### src/rtl/pcma_pkg.sv
// ----------------------------------------------------------------------------
// Password class mask analyzer package
// Types, codes and helper functions shared by the analyzer modules.
// ----------------------------------------------------------------------------
package pcma_pkg;

  localparam int MAX_LEN_DEFAULT = 255;
  localparam int CNT_W           = 8;
  localparam int CHARSET_W       = 4;
  localparam int CFG_INDEX_W     = 8;
  localparam int CFG_DATA_W      = 8;

  // Register indexes on the configuration port.
  localparam logic [CFG_INDEX_W-1:0] REG_LIMIT_ADVANCED = 8'd0;
  localparam logic [CFG_INDEX_W-1:0] REG_LIMIT_SIMPLE   = 8'd1;

  // ASCII bounds of the letter and digit ranges.
  localparam logic [7:0] CHAR_ZERO    = 8'h30;
  localparam logic [7:0] CHAR_NINE    = 8'h39;
  localparam logic [7:0] CHAR_LOWER_A = 8'h61;
  localparam logic [7:0] CHAR_LOWER_Z = 8'h7a;
  localparam logic [7:0] CHAR_UPPER_A = 8'h41;
  localparam logic [7:0] CHAR_UPPER_Z = 8'h5a;

  typedef enum logic [1:0] {
    CLS_DIGIT   = 2'd0,
    CLS_LOWER   = 2'd1,
    CLS_UPPER   = 2'd2,
    CLS_SPECIAL = 2'd3
  } class_t;

  typedef enum logic [CHARSET_W-1:0] {
    CS_NUMERIC              = 4'd0,
    CS_LOWERALPHA           = 4'd1,
    CS_UPPERALPHA           = 4'd2,
    CS_SPECIAL              = 4'd3,
    CS_MIXEDALPHA           = 4'd4,
    CS_LOWERALPHANUM        = 4'd5,
    CS_UPPERALPHANUM        = 4'd6,
    CS_LOWERALPHASPECIAL    = 4'd7,
    CS_UPPERALPHASPECIAL    = 4'd8,
    CS_SPECIALNUM           = 4'd9,
    CS_MIXEDALPHASPECIAL    = 4'd10,
    CS_UPPERALPHASPECIALNUM = 4'd11,
    CS_LOWERALPHASPECIALNUM = 4'd12,
    CS_MIXEDALPHANUM        = 4'd13,
    CS_ALL                  = 4'd14
  } charset_t;

  typedef struct packed {
    logic             valid;
    logic [CNT_W-1:0] pw_length;
    logic [CNT_W-1:0] digits;
    logic [CNT_W-1:0] lowers;
    logic [CNT_W-1:0] uppers;
    logic [CNT_W-1:0] specials;
    logic [CNT_W-1:0] simple_tokens;
    charset_t         charset;
    logic             advanced_over;
    logic             simple_over;
  } summary_t;

  function automatic logic [CNT_W-1:0] sat_inc(input logic [CNT_W-1:0] v,
                                               input logic [CNT_W-1:0] cap);
    sat_inc = (v < cap) ? v + CNT_W'(1) : cap;
  endfunction

  // Presence mask: bit 0 digit, bit 1 lower, bit 2 upper, bit 3 special.
  function automatic charset_t charset_of(input logic [3:0] mask);
    case (mask)
      4'b0001: charset_of = CS_NUMERIC;
      4'b0010: charset_of = CS_LOWERALPHA;
      4'b0011: charset_of = CS_LOWERALPHANUM;
      4'b0100: charset_of = CS_UPPERALPHA;
      4'b0101: charset_of = CS_UPPERALPHANUM;
      4'b0110: charset_of = CS_MIXEDALPHA;
      4'b0111: charset_of = CS_MIXEDALPHANUM;
      4'b1000: charset_of = CS_SPECIAL;
      4'b1001: charset_of = CS_SPECIALNUM;
      4'b1010: charset_of = CS_LOWERALPHASPECIAL;
      4'b1011: charset_of = CS_LOWERALPHASPECIALNUM;
      4'b1100: charset_of = CS_UPPERALPHASPECIAL;
      4'b1101: charset_of = CS_UPPERALPHASPECIALNUM;
      4'b1110: charset_of = CS_MIXEDALPHASPECIAL;
      default: charset_of = CS_ALL;
    endcase
  endfunction

endpackage

### src/rtl/pcma_classify.sv
// ----------------------------------------------------------------------------
// Password byte classifier
// Sorts one byte into digit, lower, upper or special.
// ----------------------------------------------------------------------------
module pcma_classify (
  input  logic [7:0]       char_code,
  output pcma_pkg::class_t class_code
);

  always_comb begin
    if (char_code inside {[pcma_pkg::CHAR_ZERO:pcma_pkg::CHAR_NINE]}) begin
      class_code = pcma_pkg::CLS_DIGIT;
    end else if (char_code inside {[pcma_pkg::CHAR_LOWER_A:pcma_pkg::CHAR_LOWER_Z]}) begin
      class_code = pcma_pkg::CLS_LOWER;
    end else if (char_code inside {[pcma_pkg::CHAR_UPPER_A:pcma_pkg::CHAR_UPPER_Z]}) begin
      class_code = pcma_pkg::CLS_UPPER;
    end else begin
      class_code = pcma_pkg::CLS_SPECIAL;
    end
  end

endmodule

### src/rtl/pcma_stats.sv
// ----------------------------------------------------------------------------
// Password statistics accumulator
// Per-class counters, length, run tracking and the end-of-password summary.
// ----------------------------------------------------------------------------
module pcma_stats #(
  parameter int MAX_LEN = pcma_pkg::MAX_LEN_DEFAULT
) (
  input  logic                       clk,
  input  logic                       rst_n,
  input  logic                       step,
  input  pcma_pkg::class_t           class_code,
  input  logic                       is_last,
  input  logic [pcma_pkg::CNT_W-1:0] limit_advanced,
  input  logic [pcma_pkg::CNT_W-1:0] limit_simple,
  output logic                       run_start,
  output pcma_pkg::summary_t         summary
);

  localparam int CNT_MAX = (1 << pcma_pkg::CNT_W) - 1;
  localparam logic [pcma_pkg::CNT_W-1:0] CNT_CAP =
    pcma_pkg::CNT_W'((MAX_LEN < CNT_MAX) ? MAX_LEN : CNT_MAX);

  logic [pcma_pkg::CNT_W-1:0] char_cnt_r, char_cnt_nxt;
  logic [pcma_pkg::CNT_W-1:0] digit_cnt_r, digit_cnt_nxt;
  logic [pcma_pkg::CNT_W-1:0] lower_cnt_r, lower_cnt_nxt;
  logic [pcma_pkg::CNT_W-1:0] upper_cnt_r, upper_cnt_nxt;
  logic [pcma_pkg::CNT_W-1:0] special_cnt_r, special_cnt_nxt;
  logic [pcma_pkg::CNT_W-1:0] token_cnt_r, token_cnt_nxt;
  pcma_pkg::class_t           prev_class_r;
  logic                       prev_valid_r;
  logic [3:0]                 mask;

  // The first byte of a password always opens a new run.
  assign run_start = !prev_valid_r || (class_code != prev_class_r);

  always_comb begin
    char_cnt_nxt    = pcma_pkg::sat_inc(char_cnt_r, CNT_CAP);
    digit_cnt_nxt   = digit_cnt_r;
    lower_cnt_nxt   = lower_cnt_r;
    upper_cnt_nxt   = upper_cnt_r;
    special_cnt_nxt = special_cnt_r;
    case (class_code)
      pcma_pkg::CLS_DIGIT: digit_cnt_nxt = pcma_pkg::sat_inc(digit_cnt_r, CNT_CAP);
      pcma_pkg::CLS_LOWER: lower_cnt_nxt = pcma_pkg::sat_inc(lower_cnt_r, CNT_CAP);
      pcma_pkg::CLS_UPPER: upper_cnt_nxt = pcma_pkg::sat_inc(upper_cnt_r, CNT_CAP);
      default:             special_cnt_nxt = pcma_pkg::sat_inc(special_cnt_r, CNT_CAP);
    endcase
    token_cnt_nxt = run_start ? pcma_pkg::sat_inc(token_cnt_r, CNT_CAP) : token_cnt_r;
  end

  assign mask = {special_cnt_nxt != '0, upper_cnt_nxt != '0,
                 lower_cnt_nxt != '0, digit_cnt_nxt != '0};

  always_comb begin
    summary = '0;
    if (is_last) begin
      summary.valid         = 1'b1;
      summary.pw_length     = char_cnt_nxt;
      summary.digits        = digit_cnt_nxt;
      summary.lowers        = lower_cnt_nxt;
      summary.uppers        = upper_cnt_nxt;
      summary.specials      = special_cnt_nxt;
      summary.simple_tokens = token_cnt_nxt;
      summary.charset       = pcma_pkg::charset_of(mask);
      summary.advanced_over = (limit_advanced != '0) && (char_cnt_nxt > limit_advanced);
      summary.simple_over   = (limit_simple != '0) && (token_cnt_nxt > limit_simple);
    end
  end

  always_ff @(posedge clk) begin
    if (!rst_n) begin
      char_cnt_r    <= '0;
      digit_cnt_r   <= '0;
      lower_cnt_r   <= '0;
      upper_cnt_r   <= '0;
      special_cnt_r <= '0;
      token_cnt_r   <= '0;
      prev_valid_r  <= 1'b0;
    end else if (step) begin
      if (is_last) begin
        char_cnt_r    <= '0;
        digit_cnt_r   <= '0;
        lower_cnt_r   <= '0;
        upper_cnt_r   <= '0;
        special_cnt_r <= '0;
        token_cnt_r   <= '0;
        prev_valid_r  <= 1'b0;
      end else begin
        char_cnt_r    <= char_cnt_nxt;
        digit_cnt_r   <= digit_cnt_nxt;
        lower_cnt_r   <= lower_cnt_nxt;
        upper_cnt_r   <= upper_cnt_nxt;
        special_cnt_r <= special_cnt_nxt;
        token_cnt_r   <= token_cnt_nxt;
        prev_valid_r  <= 1'b1;
      end
    end
  end

  always_ff @(posedge clk) begin
    if (step) begin
      prev_class_r <= class_code;
    end
  end

endmodule

### src/rtl/password_class_mask_analyzer_unit.sv
// Path: an accepted beat is held in the input register, then in the result register.
// Throughput: one byte per cycle if not stalled; the counter update loop sets it.
// Both registers advance together whenever the result register is empty or
// being taken, so a stalled output holds at most one beat in each.
// Reset (rst_n low, synchronous) clears both limits, all counters and the beat
// and run valid flags; the block accepts beats in the first cycle after reset.
// ----------------------------------------------------------------------------
// Password class mask analyzer
// Classifies password bytes and reports per-password class statistics.
// ----------------------------------------------------------------------------
module password_class_mask_analyzer_unit #(
  parameter int MAX_LEN = pcma_pkg::MAX_LEN_DEFAULT
) (
  input  logic                             clk,
  input  logic                             rst_n,
  input  logic                             cfg_valid,
  output logic                             cfg_ready,
  input  logic [pcma_pkg::CFG_INDEX_W-1:0] cfg_index,
  input  logic [pcma_pkg::CFG_DATA_W-1:0]  cfg_data,
  input  logic                             in_valid,
  output logic                             in_ready,
  input  logic [7:0]                       in_char_code,
  input  logic                             in_is_last,
  output logic                             out_valid,
  input  logic                             out_ready,
  output logic [1:0]                       out_class_code,
  output logic                             out_run_start,
  output logic                             out_summary_valid,
  output logic [pcma_pkg::CNT_W-1:0]       out_pw_length,
  output logic [pcma_pkg::CNT_W-1:0]       out_digits,
  output logic [pcma_pkg::CNT_W-1:0]       out_lowers,
  output logic [pcma_pkg::CNT_W-1:0]       out_uppers,
  output logic [pcma_pkg::CNT_W-1:0]       out_specials,
  output logic [pcma_pkg::CNT_W-1:0]       out_simple_tokens,
  output logic [pcma_pkg::CHARSET_W-1:0]   out_charset,
  output logic                             out_advanced_over,
  output logic                             out_simple_over
);

  logic [pcma_pkg::CNT_W-1:0] limit_advanced_r;
  logic [pcma_pkg::CNT_W-1:0] limit_simple_r;

  logic               in_valid_r;
  logic [7:0]         in_char_r;
  logic               in_last_r;
  logic               advance;
  logic               step;

  pcma_pkg::class_t   cls;
  logic               run_start;
  pcma_pkg::summary_t summary;

  logic               out_valid_r;
  pcma_pkg::class_t   out_class_r;
  logic               out_run_start_r;
  pcma_pkg::summary_t out_summary_r;

  assign cfg_ready = 1'b1;

  always_ff @(posedge clk) begin
    if (!rst_n) begin
      limit_advanced_r <= '0;
      limit_simple_r   <= '0;
    end else if (cfg_valid && cfg_ready) begin
      case (cfg_index)
        pcma_pkg::REG_LIMIT_ADVANCED: limit_advanced_r <= cfg_data;
        pcma_pkg::REG_LIMIT_SIMPLE:   limit_simple_r   <= cfg_data;
        default: ;
      endcase
    end
  end

  // Both stages move as one when the result register can take a new beat.
  assign advance  = !out_valid_r || out_ready;
  assign in_ready = advance;
  assign step     = advance && in_valid_r;

  always_ff @(posedge clk) begin
    if (!rst_n) begin
      in_valid_r <= 1'b0;
    end else if (advance) begin
      in_valid_r <= in_valid;
    end
  end

  always_ff @(posedge clk) begin
    if (advance && in_valid) begin
      in_char_r <= in_char_code;
      in_last_r <= in_is_last;
    end
  end

  pcma_classify u_classify (
    .char_code  (in_char_r),
    .class_code (cls)
  );

  pcma_stats #(
    .MAX_LEN (MAX_LEN)
  ) u_stats (
    .clk            (clk),
    .rst_n          (rst_n),
    .step           (step),
    .class_code     (cls),
    .is_last        (in_last_r),
    .limit_advanced (limit_advanced_r),
    .limit_simple   (limit_simple_r),
    .run_start      (run_start),
    .summary        (summary)
  );

  always_ff @(posedge clk) begin
    if (!rst_n) begin
      out_valid_r <= 1'b0;
    end else if (advance) begin
      out_valid_r <= in_valid_r;
    end
  end

  always_ff @(posedge clk) begin
    if (step) begin
      out_class_r     <= cls;
      out_run_start_r <= run_start;
      out_summary_r   <= summary;
    end
  end

  assign out_valid         = out_valid_r;
  assign out_class_code    = out_class_r;
  assign out_run_start     = out_run_start_r;
  assign out_summary_valid = out_summary_r.valid;
  assign out_pw_length     = out_summary_r.pw_length;
  assign out_digits        = out_summary_r.digits;
  assign out_lowers        = out_summary_r.lowers;
  assign out_uppers        = out_summary_r.uppers;
  assign out_specials      = out_summary_r.specials;
  assign out_simple_tokens = out_summary_r.simple_tokens;
  assign out_charset       = out_summary_r.charset;
  assign out_advanced_over = out_summary_r.advanced_over;
  assign out_simple_over   = out_summary_r.simple_over;

endmodule

### config.mk
export PLATFORM = sky130hd
export DESIGN_NAME = password_class_mask_analyzer_unit
export DESIGN_NICKNAME = d
export VERILOG_FILES = /design/src/rtl/pcma_pkg.sv /design/src/rtl/pcma_classify.sv /design/src/rtl/pcma_stats.sv /design/src/rtl/password_class_mask_analyzer_unit.sv
export SDC_FILE = /design/constraint.sdc
export NUM_CORES = 1
export LEC_CHECK = 0
export BUFFER_PORTS_ARGS = -buffer_cell sky130_fd_sc_hd__buf_2
export CAP_MARGIN = 40
export CORE_AREA = 2 2 158 160
export CTS_CLUSTER_SIZE = 30
export DETAILED_ROUTE_END_ITERATION = 8
export DIE_AREA = 0 0 160 162
export SYNTH_ARGS = -nofsm -noshare
export SYNTH_HDL_FRONTEND = slang
export SYNTH_HIERARCHICAL = 1
export SYNTH_SLANG_ARGS = --single-unit
### constraint.sdc
create_clock -name clk -period 5.78 [get_ports clk]
set_input_delay 0.289 -clock clk [delete_from_list [all_inputs] [get_ports clk]]
set_output_delay 0.289 -clock clk [all_outputs]
set_load 0.01 [all_outputs]
==> reports/results.txt <==
Run status -> complete, no violations
Core area -> 0.0241 mm²
DRC Markers -> 0
CP bufs+invs -> 0
Routed vias/inst -> 5.02
TritonCTS clock tree -> done
HP Class -> input port to flop
Min cycle time layout -> 4.29 ns
CTS root buf -> clkbuf_16
Post-Syn Instances -> 744
Final Max Tran Viols -> 0
Setup WS pre-CTS -> 1.53 ns
Hold_sp -> in_char_code[6]
Fraction of layout cells with a size suffix above 1 -> 18.3%
Hold buffers post-CTS -> 0
Lkg Pwr -> 3.22 nW
Element type at the critical path start -> flop
ANT cells -> 0
Gr ovfl total -> 0
Vias -> 5741
Post-synth top area cell -> edfxtp_1
GR Util met2 -> 22.0%
Longest Clk Path Bufs -> 2
Power density over the cells -> 273 mW/mm²
CTS clk-pin slew, worst paths -> 0.06 ns
Critical path required time -> 5.95 ns
Final hold slack -> 0.0426 ns
Netlist cell types -> 73
Most used DFF post-synth -> edfxtp_1
Setup bufs post-CTS -> 0
Port-buffer cells -> 89
Detailed Routing Iterations Pass 1 -> 7
Die H -> 162 µm
Final net count -> 862
Rel. slew slack -> 42.2%
Setup_tns -> 0 ns
Vias in the first global route -> 5435
Flip-flop and latch count after synthesis -> 136
H-tree levels -> 4
Total CTS buffers -> 17
Setup WS post-layout -> 1.49 ns
Slowest-stage cell, CP -> or4_1
Initial DRC Count -> 352
Post-Syn Nets -> 799
Placed Cells -> 1112
WL per Instance -> 15.2 µm
Worst Path Max Fanout -> 19
Critical Path Source -> in_char_r[3]
I/O Pins -> 91
Top-area cell type share of the netlist area -> 29.0%
Fin crit share -> 74.2%
ANT nets after route -> 0
Worst Setup End Kind -> flop
Worst Path Arrival -> 4.46 ns
GR met1 Demand/Resource -> 17.7%
Clock Sinks -> 136
Dpl hpwl -> 11.6 mm
Die Wd -> 160 µm
Register area share after synthesis -> 47.8%
Insertion delay of the later-clocked pin in the worst-skew pair -> 0.42 ns
Setup Crit Path Kind -> flop to flop
Crit-path max cell delay -> 0.53 ns
Ys async rst share -> 0%
GP Congestion -> 0.813
EDFF count, synth -> 69
Worst R2R Start -> in_char_r[3]
Max Fclk -> 233 MHz
Non-filler instance count after layout -> 1144
Met3 Use GR -> 3.09%
Die area -> 0.0259 mm²
First-pass GRT wire length -> 28.0 mm
RSZ-0062 raised after global routing -> false
Worst Tran Pin Value -> 0.866 ns
Row count -> 57
Largest net degree at the start of global routing -> 69
Area contributors post-synth -> edfxtp_1, dfxtp_1, ha_1
GRT Total Usage -> 13.6%
Final Hold Fails -> 0
Initial Utilization -> 29.6%
Syn-to-layout area delta -> 18.1%
Most used cell along the critical path -> o21a_1
CP Cell Sequence -> or4_1 > nor2_1 > a211o_1 > xnor2_1 > nand3_1 > and2_1 > nand3_1 > nand2_1 > ha_1 > nor2b_1 > o21a_1 > o21a_1 > o21a_1 > o21a_1 > o21ai_0 > a21oi_1
Peak supply drop -> 0.151 mV
Clock skew -> 0.00528 ns
Wirelength, routed -> 17.4 mm
Gates resized, CTS repair -> 0
Fill cells -> 2520
Gr busiest metal -> met2
Synth Area per Inst -> 9.59 µm²
# Max-Cap Violations -> 0
Crit path max-delay family -> simple AND/OR/NAND/NOR gates
Yosys warning total -> 6
Mapped cell area -> 0.00714 mm²
Setup violators final -> 0
FF-to-FF setup slack -> 1.49 ns
Number of antenna violations at the first check in global routing -> 0
[stage by stage]
stage               total power [mW]  util (%)  area, µm²
finish                          2.30      35.0       8430
global route                    2.39      35.0       8430
CTS                             2.33      35.0       8430
detailed placement              1.25      32.5       7840
global placement                1.25      32.4       7800
floorplan                       1.19         -       7140
[kinds of logic after synthesis]
group | share of synthesized area [%]
compound gates | 16.6
xor+xnor | 2.58
fa+ha+maj | 4.38
buf+inv | 4.59
flops | 47.8
mux | 3.80
other cells | 0.0525
simple gates | 20.2
[worst paths after layout]
check                   endpoint  depth (start not counted)
max              out_simple_over                         16
min                 in_char_r[6]                          1
max reg2reg      out_simple_over                         16
min reg2reg  limit_advanced_r[3]                          2
[power breakdown]
part	internal, mW	leakage [nW]	switching (mW)	total (mW)
combinational	0.0605	1.76	0.115	0.175
clock	0.647	0.279	0.426	1.07
sequential	1.04	1.18	0.0119	1.06
total	1.75	3.22	0.552	2.30
[registers in the layout, indices dropped and copies added (netlist names), 2 cells and up]
signal and count:
in_char_r 8, limit_advanced_r 8, limit_simple_r 8, out_charset 4
out_class_code 2, out_digits 8, out_lowers 8, out_pw_length 8
out_simple_tokens 8, out_specials 8, out_uppers 8, u_stats/char_cnt_r 8
u_stats/digit_cnt_r 8, u_stats/lower_cnt_r 8, u_stats/prev_class_r 2, u_stats/special_cnt_r 8
u_stats/token_cnt_r 8, u_stats/upper_cnt_r 8
[layout by cell type (no fill, tap or decap), types with 4 or more instances in the layout]
master       n
dfxtp_1     67
nor3_1      14
nor2_1      79
inv_1       26
and3_1      14
o21a_1       7
buf_2       89
mux2i_1     26
xor2_1       7
buf_4        4
nor4_1       4
nand2b_1     5
nand3_1     30
and4_1       6
a22oi_1     19
or4_1        4
o211ai_1     4
a31oi_1     13
xnor2_1     14
and2_1      17
a211oi_1    15
edfxtp_1    69
nand4_1     10
ha_1        25
o221a_2      5
nand2_1     60
clkbuf_16   17
clkinvlp_4   4
o21ai_0     21
a21oi_1     58
nor2b_1      8
[synth_stat cells (10+ instances only)]
master     n
and3_1    14
nand3_1   30
a31oi_1   13
a22oi_1   19
mux2i_1   26
a21oi_1   58
and2_1    18
inv_1     27
nor2_1    80
a211oi_1  15
ha_1      25
clkbuf_1  39
edfxtp_1  69
nand4_1   10
dfxtp_1   67
nand2_1   60
o21ai_0   21
xnor2_1   14
nor3_1    14
[area by class of cell]
class                   instances  area (µm²)  area share, %
flip-flops and latches        136        3410           40.5
multi-input cells             529        3400           40.3
repair buffers                 95         518           6.14
clock buffers                  18         439           5.21
well taps                     324         405           4.81
clock inverters                14         149           1.77
inverters                      28         105           1.25
[per-layer routing]
layer / up-vias / wire length [µm] / share of wire [%]
li1: 2868 / - / -
met1: 2718 / 8430 / 49
met2: 131 / 7930 / 46
met3: 24 / 765 / 4.4
met4: 0 / 255 / 1.5
met5: - / 0 / 0
Power figures use the tool's default switching activity.
